==> src/design/slrs_pkg.sv <==
`timescale 1ns / 1ps
`default_nettype none
// ----------------------------------------------------------------------------
// slrs_pkg
// Shared types, codes and helper functions of the status LED request stack.
// ----------------------------------------------------------------------------
package slrs_pkg;

  localparam int TABLE_DEPTH_DEFAULT = 4;

  localparam logic [1:0] CMD_PRESS   = 2'd0;
  localparam logic [1:0] CMD_RELEASE = 2'd1;
  localparam logic [1:0] CMD_TICK    = 2'd2;

  localparam logic [1:0] MODE_OFF  = 2'd0;
  localparam logic [1:0] MODE_FULL = 2'd1;
  localparam logic [1:0] MODE_LOW  = 2'd2;
  localparam logic [1:0] MODE_HIGH = 2'd3;

  localparam logic [7:0] FAST_TICKS_RESET = 8'd2;
  localparam logic [7:0] SLOW_TICKS_RESET = 8'd6;

  localparam logic SHOW_PRESS = 1'b0;
  localparam logic SHOW_ENTRY = 1'b1;

  typedef struct packed {
    logic [7:0]  layer;
    logic [7:0]  position;
    logic [7:0]  source;
    logic [31:0] event_time;
    logic [5:0]  modes;
  } req_entry_t;

  typedef struct packed {
    logic [1:0] phase;
    logic [7:0] countdown;
    logic       armed;
  } blink_t;

  function automatic blink_t blink_eval(input logic [5:0] modes, input logic [1:0] phase,
                                        input logic [7:0] fast_ticks,
                                        input logic [7:0] slow_ticks);
    logic   any_high;
    logic   any_low;
    blink_t res;
    any_high = (modes[1:0] == MODE_HIGH) || (modes[3:2] == MODE_HIGH) ||
               (modes[5:4] == MODE_HIGH);
    any_low  = (modes[1:0] == MODE_LOW) || (modes[3:2] == MODE_LOW) ||
               (modes[5:4] == MODE_LOW);
    if (any_high) begin
      res.phase     = phase + 2'd1;
      res.countdown = fast_ticks;
      res.armed     = 1'b1;
    end else if (any_low) begin
      res.phase     = phase + 2'd2;
      res.countdown = slow_ticks;
      res.armed     = 1'b1;
    end else begin
      res.phase     = 2'd0;
      res.countdown = 8'd0;
      res.armed     = 1'b0;
    end
    return res;
  endfunction

  function automatic logic pin_level(input logic [1:0] mode, input logic [1:0] phase);
    return (mode == MODE_FULL) || ((mode == MODE_HIGH) && phase[0]) ||
           ((mode == MODE_LOW) && phase[1]);
  endfunction

endpackage
`default_nettype wire

==> src/design/status_led_request_stack.sv <==
`timescale 1ns / 1ps
`default_nettype none
// ----------------------------------------------------------------------------
// status_led_request_stack
// Drives three status LEDs from a small table of active key requests.
// ----------------------------------------------------------------------------
// A transaction is accepted when start is high and busy is low. The command
// is a press, a release or a 100 ms tick. Exactly one result transaction
// follows, shown for one cycle with done high: the three LED pin levels and
// the number of requests held. The receiver cannot stall; the result must be
// taken in that cycle.
// A press into a table that is not full goes through the write and show
// steps; a tick or an unused command goes straight to the result. A press
// into a full table first scans every entry for the oldest timestamp, one
// entry a cycle. A release scans the held entries one a cycle; with at most
// one entry it skips the scan and goes straight to the show step. The scan
// goes through the single table read port. busy stays high from acceptance
// until the result cycle is over.
// The blink timing registers are written over the APB port, fast ticks at
// address 0, slow ticks at 4; the user must write them only while the block
// is idle, which it does not enforce. Reset empties the table, shows all
// LEDs off, stops the blink timer and loads the timing registers with 2 and 6.
// ----------------------------------------------------------------------------
module status_led_request_stack #(
  parameter int TABLE_DEPTH = slrs_pkg::TABLE_DEPTH_DEFAULT
) (
  input  wire logic        clk,
  input  wire logic        rst,
  input  wire logic        psel,
  input  wire logic        penable,
  input  wire logic        pwrite,
  input  wire logic [2:0]  paddr,
  input  wire logic [31:0] pwdata,
  output logic [31:0]      prdata,
  output logic             pready,
  input  wire logic        start,
  output logic             busy,
  input  wire logic [1:0]  cmd,
  input  wire logic [7:0]  key_layer,
  input  wire logic [7:0]  key_position,
  input  wire logic [7:0]  key_source,
  input  wire logic [31:0] event_time,
  input  wire logic [1:0]  led0_mode,
  input  wire logic [1:0]  led1_mode,
  input  wire logic [1:0]  led2_mode,
  output logic             done,
  output logic             led0_on,
  output logic             led1_on,
  output logic             led2_on,
  output logic [2:0]       active_requests
);

  localparam int IDX_W = (TABLE_DEPTH > 1) ? $clog2(TABLE_DEPTH) : 1;
  localparam int CNT_W = $clog2(TABLE_DEPTH + 1);

  localparam logic [2:0] S_IDLE   = 3'd0;
  localparam logic [2:0] S_SCAN   = 3'd1;
  localparam logic [2:0] S_MOVE   = 3'd2;
  localparam logic [2:0] S_WRITE  = 3'd3;
  localparam logic [2:0] S_SHOW   = 3'd4;
  localparam logic [2:0] S_RESULT = 3'd5;

  logic [2:0]           state;
  logic [2:0]           state_next;
  logic [CNT_W-1:0]     count;
  logic [CNT_W-1:0]     count_next;
  logic [5:0]           shown_modes;
  logic [5:0]           shown_modes_next;
  logic [1:0]           phase;
  logic [7:0]           countdown;
  logic                 armed;
  slrs_pkg::blink_t     blink_next;
  logic [7:0]           fast_ticks;
  logic [7:0]           slow_ticks;

  slrs_pkg::req_entry_t entries [TABLE_DEPTH];
  slrs_pkg::req_entry_t req;
  logic                 op_press;
  logic [IDX_W-1:0]     idx;
  logic                 found;
  logic [IDX_W-1:0]     found_idx;
  logic                 max_valid;
  logic [IDX_W-1:0]     max_idx;
  logic [31:0]          max_t;
  logic                 fb_valid;
  logic [IDX_W-1:0]     fb_idx;
  logic [IDX_W-1:0]     min_idx;
  logic [31:0]          min_t;
  logic                 show_sel;
  logic [IDX_W-1:0]     show_idx;

  logic [IDX_W-1:0]     rd_idx;
  slrs_pkg::req_entry_t rd_entry;
  logic [IDX_W-1:0]     last_idx;
  logic [CNT_W-1:0]     scan_end;
  logic                 scan_last;
  logic                 is_match;
  logic                 is_newer;
  logic                 accept;
  logic                 cfg_write;
  logic                 blink_load;
  logic [5:0]           show_modes;

  assign accept    = start && (state == S_IDLE);
  assign busy      = (state != S_IDLE);
  assign cfg_write = psel && penable && pwrite && pready;
  assign pready    = 1'b1;
  assign prdata    = paddr[2] ? {24'd0, slow_ticks} : {24'd0, fast_ticks};

  assign last_idx  = IDX_W'(count - CNT_W'(1));
  assign scan_end  = op_press ? CNT_W'(TABLE_DEPTH) : count;
  assign scan_last = (CNT_W'(idx) == (scan_end - CNT_W'(1)));

  always_comb begin
    unique case (state)
      S_SCAN:  rd_idx = idx;
      S_MOVE:  rd_idx = last_idx;
      default: rd_idx = show_idx;
    endcase
  end

  assign rd_entry = entries[rd_idx];
  assign is_match = (rd_entry.layer == req.layer) && (rd_entry.position == req.position) &&
                    (rd_entry.source == req.source);
  assign is_newer = !max_valid || (rd_entry.event_time > max_t);

  always_comb begin
    priority if (show_sel == slrs_pkg::SHOW_PRESS) begin
      show_modes = req.modes;
    end else if (max_valid) begin
      show_modes = rd_entry.modes;
    end else begin
      show_modes = 6'd0;
    end
  end

  always_comb begin
    state_next       = state;
    count_next       = count;
    shown_modes_next = shown_modes;
    blink_load       = 1'b0;
    blink_next       = slrs_pkg::blink_eval(shown_modes, phase, fast_ticks, slow_ticks);
    unique case (state)
      S_IDLE: begin
        if (start) begin
          state_next = S_RESULT;
          if (cmd == slrs_pkg::CMD_PRESS) begin
            state_next = (count >= CNT_W'(TABLE_DEPTH)) ? S_SCAN : S_WRITE;
          end else if (cmd == slrs_pkg::CMD_RELEASE) begin
            state_next = (count <= CNT_W'(1)) ? S_SHOW : S_SCAN;
            if (count <= CNT_W'(1)) begin
              count_next = '0;
            end
          end else if (cmd == slrs_pkg::CMD_TICK && armed) begin
            if (countdown <= 8'd1) begin
              blink_load = 1'b1;
            end else begin
              blink_next.phase     = phase;
              blink_next.countdown = countdown - 8'd1;
              blink_next.armed     = armed;
              blink_load           = 1'b1;
            end
          end
        end
      end
      S_SCAN: begin
        if (scan_last) begin
          state_next = S_MOVE;
        end
      end
      S_MOVE: begin
        if (op_press) begin
          count_next = count - CNT_W'(1);
          state_next = S_WRITE;
        end else if (!max_valid) begin
          count_next = '0;
          state_next = S_SHOW;
        end else begin
          count_next = count - CNT_W'(1);
          state_next = S_SHOW;
        end
      end
      S_WRITE: begin
        count_next = count + CNT_W'(1);
        state_next = S_SHOW;
      end
      S_SHOW: begin
        shown_modes_next = show_modes;
        blink_next       = slrs_pkg::blink_eval(show_modes, phase, fast_ticks, slow_ticks);
        blink_load       = 1'b1;
        state_next       = S_RESULT;
      end
      S_RESULT: begin
        state_next = S_IDLE;
      end
      default: begin
        state_next = S_IDLE;
      end
    endcase
  end

  always_ff @(posedge clk) begin
    if (rst) begin
      state       <= S_IDLE;
      count       <= '0;
      shown_modes <= 6'd0;
      phase       <= 2'd0;
      countdown   <= 8'd0;
      armed       <= 1'b0;
      fast_ticks  <= slrs_pkg::FAST_TICKS_RESET;
      slow_ticks  <= slrs_pkg::SLOW_TICKS_RESET;
    end else begin
      state       <= state_next;
      count       <= count_next;
      shown_modes <= shown_modes_next;
      if (blink_load) begin
        phase     <= blink_next.phase;
        countdown <= blink_next.countdown;
        armed     <= blink_next.armed;
      end
      if (cfg_write) begin
        if (paddr[2]) begin
          slow_ticks <= pwdata[7:0];
        end else begin
          fast_ticks <= pwdata[7:0];
        end
      end
    end
  end

  always_ff @(posedge clk) begin
    unique case (state)
      S_IDLE: begin
        if (accept) begin
          req.layer      <= key_layer;
          req.position   <= key_position;
          req.source     <= key_source;
          req.event_time <= event_time;
          req.modes      <= {led2_mode, led1_mode, led0_mode};
          op_press       <= (cmd == slrs_pkg::CMD_PRESS);
          idx            <= '0;
          found          <= 1'b0;
          max_valid      <= 1'b0;
          fb_valid       <= 1'b0;
          show_sel       <= (cmd == slrs_pkg::CMD_PRESS) ? slrs_pkg::SHOW_PRESS
                                                         : slrs_pkg::SHOW_ENTRY;
        end
      end
      S_SCAN: begin
        idx <= idx + IDX_W'(1);
        if (op_press) begin
          if ((idx == '0) || (rd_entry.event_time < min_t)) begin
            min_t   <= rd_entry.event_time;
            min_idx <= idx;
          end
        end else if (is_match) begin
          found     <= 1'b1;
          found_idx <= idx;
        end else if (is_newer) begin
          if (!found) begin
            fb_valid <= max_valid;
            fb_idx   <= max_idx;
          end
          max_valid <= 1'b1;
          max_idx   <= idx;
          max_t     <= rd_entry.event_time;
        end
      end
      S_MOVE: begin
        if (op_press) begin
          entries[min_idx] <= rd_entry;
        end else if (max_valid) begin
          entries[found ? found_idx : max_idx] <= rd_entry;
          show_idx  <= found ? max_idx : fb_idx;
          max_valid <= found || fb_valid;
        end
      end
      S_WRITE: begin
        entries[IDX_W'(count)] <= req;
      end
      default: begin
      end
    endcase
  end

  assign done            = (state == S_RESULT);
  assign led0_on         = slrs_pkg::pin_level(shown_modes[1:0], phase);
  assign led1_on         = slrs_pkg::pin_level(shown_modes[3:2], phase);
  assign led2_on         = slrs_pkg::pin_level(shown_modes[5:4], phase);
  assign active_requests = 3'(count);

endmodule
`default_nettype wire
==> config.mk <==
export PLATFORM = sky130hd
export DESIGN_NAME = status_led_request_stack
export DESIGN_NICKNAME = d
export VERILOG_FILES = /design/src/design/slrs_pkg.sv /design/src/design/status_led_request_stack.sv
export SDC_FILE = /design/constraint.sdc
export NUM_CORES = 1
export LEC_CHECK = 0
export BUFFER_PORTS_ARGS = -buffer_cell sky130_fd_sc_hd__buf_2
export CAP_MARGIN = 20
export CORE_MARGIN = 3
export CORE_UTILIZATION = 60
export DETAILED_ROUTE_END_ITERATION = 8
export PLACE_DENSITY_LB_ADDON = 0.25
export SYNTH_ARGS = -nofsm -noshare
export SYNTH_HDL_FRONTEND = slang
export SYNTH_SLANG_ARGS = --single-unit
==> constraint.sdc <==
create_clock -name clk -period 7.05 [get_ports clk]
set_input_delay 1.0575 -clock clk [delete_from_list [all_inputs] [get_ports clk]]
set_output_delay 1.0575 -clock clk [all_outputs]
set_load 0.01 [all_outputs]
==> reports/qor.csv, run 1 <==
stage,metric,value,unit
floorplan,fp.dieArea,35000,um2
clock_tree,htree_levels,2,
routing,drt-wirelength-per-cell,18.8,um
finish,syn2layout_area_growth,11.1,%
synth,synthArstFlopShare,0,
sta,tns,0,ns
synth,synth.area.top_cells,"edfxtp_1 60%, nand2_1 6.6%, ha_1 4.4%, dfxtp_1 4.0%, and3_1 2.2%",
synth,synth_top_cell_area_share,0.596,
synth,synth-main-ff-cell,edfxtp_1,
clock_tree,tritoncts,yes,
job,cap_violations,0,
sta,clock.fmax,171,MHz
hold_path,min_path_type,reg2reg,
hold_path,min_from,slow_ticks[5],
setup_path,critPathKind,reg2reg,
global_route,grt_pass1_vias,12800,
setup_path,reg2reg_to,min_t[12],
finish,multi_input_area,6470,um2
clock_tree,clk_latency,0.56,ns
floorplan,design.portCount,146,
synth,ys_types,71,
floorplan,rows,65,
placed_design,pre_cts_ws,1.27,ns
routing,num_vias,13200,
clock_tree,cts_root_buffer,clkbuf_16,
sta,fin_ws,1.21,ns
clock_tree,post-cts-setup-buffer-count,0,
clock_tree,cts_hold_buf,0,
setup_path,required,7.29,ns
finish,layout.nets,1931,
routing,wl,41.8,mm
hold_path,min_delay_path_depth,2,
synth,synth_most_common_cell,edfxtp_1,
run_status,status,"complete, no violations",
sta,tightest_slew,1.04,ns
finish,n_antenna_cell,0,
power_and_ir_drop,peakVddDrop,0.321,mV
setup_path,cp_num_buf_inv,2,
sta,hold_slack,0.493,ns
clock_tree,cts_max_path_buffers,3,
setup_path,worstSetupStartpoint,state[2],
routing,antenna_left,0,
synth,avgSynthCellArea,11.8,um2
sta,final-hold-violation-count,0,
sta,rsz0062_at_grt,no,
routing,first_pass_iters,7,
sta,period_needed,5.84,ns
floorplan,die_y,187,um
setup_path,rrSetupSlack,1.21,ns
hold_path,whs_endpoint,slow_ticks[5],
floorplan,fp.dieW,187,um
setup_path,crit_arrival,6.08,ns
sta,period_share,0.828,
finish,seqCellArea,12500,um2
global_route,grt_start_max_net_pins,61,
power_and_ir_drop,power_density,472,nW/um2
global_route,antenna_found_initial,0,
routing,drc_errors,0,
routing,drt_iter0_markers,1038,
placed_design,place_hpwl,25.4,mm
setup_path,path_cells,inv_1 > o21ai_0 > o21a_4 > nand2_1 > and3_1 > a31oi_1 > ha_1 > a21o_1 > a21o_1 > a21o_1 > a21o_1 > a21oi_1 > o21ai_0 > a2111oi_0 > o311ai_0 > a21oi_4 > buf_4,
synth,syn_inst,1673,
clock_tree,cts_resized,0,
synth,syn_area,19700,um2
synth,synth_common_cells,"391 x edfxtp_1, 347 x nand2_1, 83 x inv_1, 70 x ha_1, 69 x and3_1",
sta,finalClockSkew,0.0217,ns
floorplan,core-area,32000,um2
synth,synth-seq-cells,430,
finish,fill_cells,2216,
setup_path,cp-end-kind,flop,
setup_path,cp_max_fo,52,
setup_path,start_kind,flop,
setup_path,critPathTopFamily,compound AO/OA/AOI/OAI gates,
clock_tree,clk_pin_slew_worst_paths,0.06,ns
global_route,grt.total_usage,0.235,
finish,drive_gt1_frac,0.128,
synth,synth_area_leader_cell,edfxtp_1,
clock_tree,cts_sinks,430,
synth,ys_warn_count,0,
clock_tree,cts_buffers,44,
routing,vias_per_cell,5.95,
setup_path,critPathMaxStageDelay,0.78,ns
synth,ys_seq_area_frac,0.636,
setup_path,reg2reg_depth,17,
setup_path,cpMostUsedCell,a21o_1,
sta,relSlewSlack,0.304,
floorplan,start_util,0.616,
setup_path,timing.rr.start,state[2],
power_and_ir_drop,leakagePower,0.00850,uW
placed_design,place_congestion,0.819,
placed_design,port_buffers,94,
sta,setup_viol,0,
sta,slew_violations,0,
synth,synth-edff-count,391,
global_route,grt_remaining_overflow,0,
setup_path,cpMaxStageDelayCell,dfxtp_1,
global_route,grt_pass1_wl,66.5,mm
[layout make-up]
cell class              instances  area share
clock buffers                  52      0.0527
clock inverters                26     0.00966
inverters                      84      0.0144
multi-input cells            1077       0.296
flip-flops and latches        430       0.572
well taps                     435      0.0249
repair buffers                119      0.0301
[state kept, by name (all words and copies together), names as in the netlist, 3 cells and up]
register         count
active_requests      3
countdown            8
entries            248
fast_ticks           8
max_t               32
min_t               32
req                 62
shown_modes          6
slow_ticks           8
state                3
[cell usage in the layout, fill, tap and decap left out, types with 14 or more instances in the layout]
cell,count
edfxtp_1,391
nand2_1,346
buf_2,94
inv_1,82
ha_1,70
and3_1,69
a21oi_1,67
nor2_1,59
o21ai_0,51
clkbuf_16,45
nand3_1,40
dfxtp_1,39
a31oi_1,38
mux2i_1,29
a21o_1,25
conb_1,25
buf_4,25
a211oi_1,24
nand4_1,19
nor3_1,18
mux2_2,14
or3_1,14
[power breakdown]
group	internal (uW)	switching [uW]
clock network	1250	961
logic	1400	2680
registers	3810	225
[worst register-to-register path: cells and delay by family (launching register included)]
kind                       cells  cell delay, ns
AOI/OAI and AO/OA             12            3.34
adders and majority gates      1            0.34
DFF                            1            0.78
buffers and inverters          2            0.72
and+or+nand+nor                2            0.33
[metrics by stage]
step | total power, uW | utilization | instance area (um2) | cells
2_1_floorplan | 7000 | - | 19800 | 1696
3_3_place_gp | 7930 | 0.642 | 20500 | 2145
3_5_place_dp | 8100 | 0.642 | 20500 | 2145
4_1_cts | 10300 | 0.685 | 21900 | 2223
5_1_grt | 11000 | 0.685 | 21900 | 2223
6_report | 10300 | 0.685 | 21900 | 2223
[metal layers]
layer	GRT usage	vias to the layer above	wire length, um
li1	-	6242	-
met3	0.0322	85	2760
met2	0.384	486	20000
met1	0.329	6412	18000
met5	0	-	0
met4	0.0791	0	977
[how the worst max path moves through the flow]
stage                             to  slack [ns]  depth (start not counted)
final                      min_t[12]        1.21                         17
after global routing       min_t[12]        0.82                         17
after CTS                  min_t[12]        1.23                         17
after detailed placement   min_t[25]        1.27                         17
after global placement      min_t[8]        1.41                         17
after floorplan           max_idx[0]        0.62                         18
[logic make-up (layout without fill, tap and decap cells)]
family	Yosys count	in the layout	share of synthesized area
AND/OR/NAND/NOR	624	624	0.145
flip-flops	430	430	0.636
AO/OA/AOI/OAI	295	295	0.0987
buffers and inverters	189	281	0.0431
adder cells (fa/ha/maj)	70	70	0.0445
multiplexers	43	43	0.0228
XOR/XNOR	20	20	0.00890
other	2	25	0.000382
Power figures use the tool's default switching activity.
==> run 2, diff against run 1 <==
==> constraint.sdc (replaced) <==
create_clock -name clk -period 5.98 [get_ports clk]
set_input_delay 0.897 -clock clk [delete_from_list [all_inputs] [get_ports clk]]
set_output_delay 0.897 -clock clk [all_outputs]
set_load 0.01 [all_outputs]
==> run 2 against run 1 <==
  * Global-route usage increased by 0.72 points
  * Highest routed layer unchanged
  * Sequential power increased by 18%
  * Largest cell class unchanged
  * Sequential cell count unchanged
  * Register-to-register slack got worse by 0.66 ns
  * Clock skew decreased by 0.0038 ns
  * Critical endpoint is now min_t[6]
==> reports/qor.csv, run 2 (same netlist as run 1, synthesis figures left out) <==
stage,metric,value,unit,change
finish,final_common_cell,edfxtp_1,,unchanged
power_and_ir_drop,power.total,12300,uW,was 10300 uW
finish,largest_register_ffs,248,,unchanged
setup_path,critPathMaxStageDelay,0.66,ns,was 0.78 ns
finish,finish.utilization,0.690,,was 0.685
floorplan,fp.dieW,187,um,unchanged
clock_tree,tritoncts,yes,,unchanged
clock_tree,cts_root_buffer,clkbuf_16,,unchanged
sta,period_share,0.908,,was 0.828
routing,antenna_left,0,,unchanged
setup_path,path_cells,nor3b_1 > o21ai_0 > o21a_4 > nand2_1 > and3_1 > a31oi_1 > ha_1 > a21o_1 > a21o_1 > a21o_1 > a21o_1 > a21oi_1 > o21ai_0 > a2111oi_0 > o311ai_0 > a21oi_4 > buf_4,,was inv_1 > o21ai_0 > o21a_4 > nand2_1 > and3_1 > a31oi_1 > ha_1 > a21o_1 > a21o_1 > a21o_1 > a21o_1 > a21oi_1 > o21ai_0 > a2111oi_0 > o311ai_0 > a21oi_4 > buf_4
setup_path,required,6.19,ns,was 7.29 ns
routing,first_pass_iters,5,,was 7
floorplan,rows,65,,unchanged
sta,finalClockSkew,0.0179,ns,was 0.0217 ns
clock_tree,cts_sinks,430,,unchanged
clock_tree,clk_latency,0.56,ns,about the same
global_route,grt_pass1_wl,68.5,mm,was 66.5 mm
finish,stdcell_area,22000,um2,was 21900 um2
sta,setup_viol,0,,unchanged
finish,layout.nets,1944,,was 1931
floorplan,die_y,187,um,unchanged
placed_design,dpl_cell_area,20700,um2,was 20500 um2
placed_design,port_buffers,94,,unchanged
routing,num_vias,13300,,was 13200
hold_path,min_path_type,reg2reg,,unchanged
job,cap_violations,0,,unchanged
sta,period_needed,5.43,ns,was 5.84 ns
sta,fin_ws,0.552,ns,was 1.21 ns
routing,drt_iter0_markers,1195,,was 1038
placed_design,pre_cts_ws,0.671,ns,was 1.27 ns
setup_path,crit_arrival,5.64,ns,was 6.08 ns
placed_design,place_hpwl,26.7,mm,was 25.4 mm
routing,wl,42.7,mm,was 41.8 mm
routing,drt-wirelength-per-cell,19.0,um,was 18.8 um
sta,tns,0,ns,unchanged
routing,vias_per_cell,5.95,,about the same
setup_path,cp_num_buf_inv,1,,was 2
floorplan,start_util,0.616,,unchanged
sta,tightest_slew,1.01,ns,was 1.04 ns
sta,final-hold-violation-count,0,,unchanged
finish,mostFrequentLayoutCells,"391 x edfxtp_1, 346 x nand2_1, 94 x buf_2, 82 x inv_1, 70 x ha_1",,unchanged
sta,rsz0062_at_grt,no,,unchanged
routing,drc_errors,0,,unchanged
global_route,grt_start_max_net_pins,70,,was 61
clock_tree,post-cts-setup-buffer-count,0,,unchanged
placed_design,place_congestion,0.818,,was 0.819
finish,top_register,entries,,unchanged
clock_tree,cts_hold_buf,0,,unchanged
floorplan,core-area,32000,um2,unchanged
setup_path,cpMaxStageDelayCell,o21a_4,,was dfxtp_1
clock_tree,cts_max_path_buffers,3,,unchanged
run_status,status,"complete, no violations",,unchanged
finish,reg_top3,"entries: 248 flops, req: 62 flops",,unchanged
clock_tree,cts_buffers,44,,unchanged
setup_path,cp-end-kind,flop,,unchanged
setup_path,critPathKind,reg2reg,,unchanged
setup_path,cp_max_fo,53,,was 52
finish,fill_cells,2265,,was 2216
power_and_ir_drop,leakagePower,0.00856,uW,was 0.00850 uW
power_and_ir_drop,power_density,560,nW/um2,was 472 nW/um2
global_route,grt_pass1_vias,13300,,was 12800
setup_path,critPathTopFamily,compound AO/OA/AOI/OAI gates,,unchanged
power_and_ir_drop,peakVddDrop,0.351,mV,was 0.321 mV
global_route,antenna_found_initial,1,,was 0
sta,relSlewSlack,0.326,,was 0.304
sta,slew_violations,0,,unchanged
clock_tree,cts_resized,0,,unchanged
setup_path,start_kind,flop,,unchanged
finish,syn2layout_area_growth,12.0,%,was 11.1%
sta,clock.fmax,184,MHz,was 171 MHz
finish,drive_gt1_frac,0.129,,was 0.128
floorplan,design.portCount,146,,unchanged
global_route,grt.total_usage,0.242,,was 0.235
clock_tree,htree_levels,2,,unchanged
clock_tree,clk_pin_slew_worst_paths,0.06,ns,about the same
setup_path,cpMostUsedCell,a21o_1,,unchanged
global_route,grt_remaining_overflow,0,,unchanged
floorplan,fp.dieArea,35000,um2,unchanged
## run 2: final timing paths
check | startpoint | endpoint | slack, ns | depth (start not counted)
worst max-delay path | state[1] | min_t[6] | 0.55 | 17
worst min-delay path | fast_ticks[6] | fast_ticks[6] | 0.49 | 2
worst max register to register | state[1] | min_t[6] | 0.55 | 17
worst min register to register | fast_ticks[6] | fast_ticks[6] | 0.49 | 2
## run 2: worst min-delay path, delay by kind of cell (launching register included)
kind | cells | cell delay, ns
flops | 1 | 0.33
simple gates | 1 | 0.06
compound gates | 1 | 0.05
## run 2: power by group
| part | total [uW] | switching, uW | internal, uW |
|---|---|---|---|
| clock network | 2570 | 1110 | 1460 |
| logic | 5000 | 3240 | 1760 |
| registers | 4760 | 273 | 4490 |
| total | 12300 | 4620 | 7710 |
## run 2: area by class of cell
class	count	area (um2)	share of cell area
diodes	1	2.50	0.000114
repair buffers	132	818	0.0371
clock inverters	22	156	0.00710
flip-flops and latches	430	12500	0.568
inverters	84	315	0.0143
well taps	435	544	0.0247
clock buffers	60	1200	0.0545
multi-input cells	1077	6480	0.294
## run 2: per-stage QoR
| step | instances | hold slack [ns] |
|---|---|---|
| 6_report | 2241 | 0.492 |
| 2_1_floorplan | 1696 | 0.443 |
| 5_1_grt | 2241 | 0.489 |
| 3_5_place_dp | 2158 | 0.476 |
| 3_3_place_gp | 2158 | 0.466 |
| 4_1_cts | 2240 | 0.491 |
## run 2: per-layer routing
| metal | up-vias | global-route usage | wire length, um |
|---|---|---|---|
| met5 | - | 0 | 0 |
| met1 | 6463 | 0.336 | 18200 |
| met3 | 82 | 0.0335 | 2890 |
| met2 | 526 | 0.403 | 20600 |
| li1 | 6272 | - | - |
| met4 | 0 | 0.0712 | 1070 |
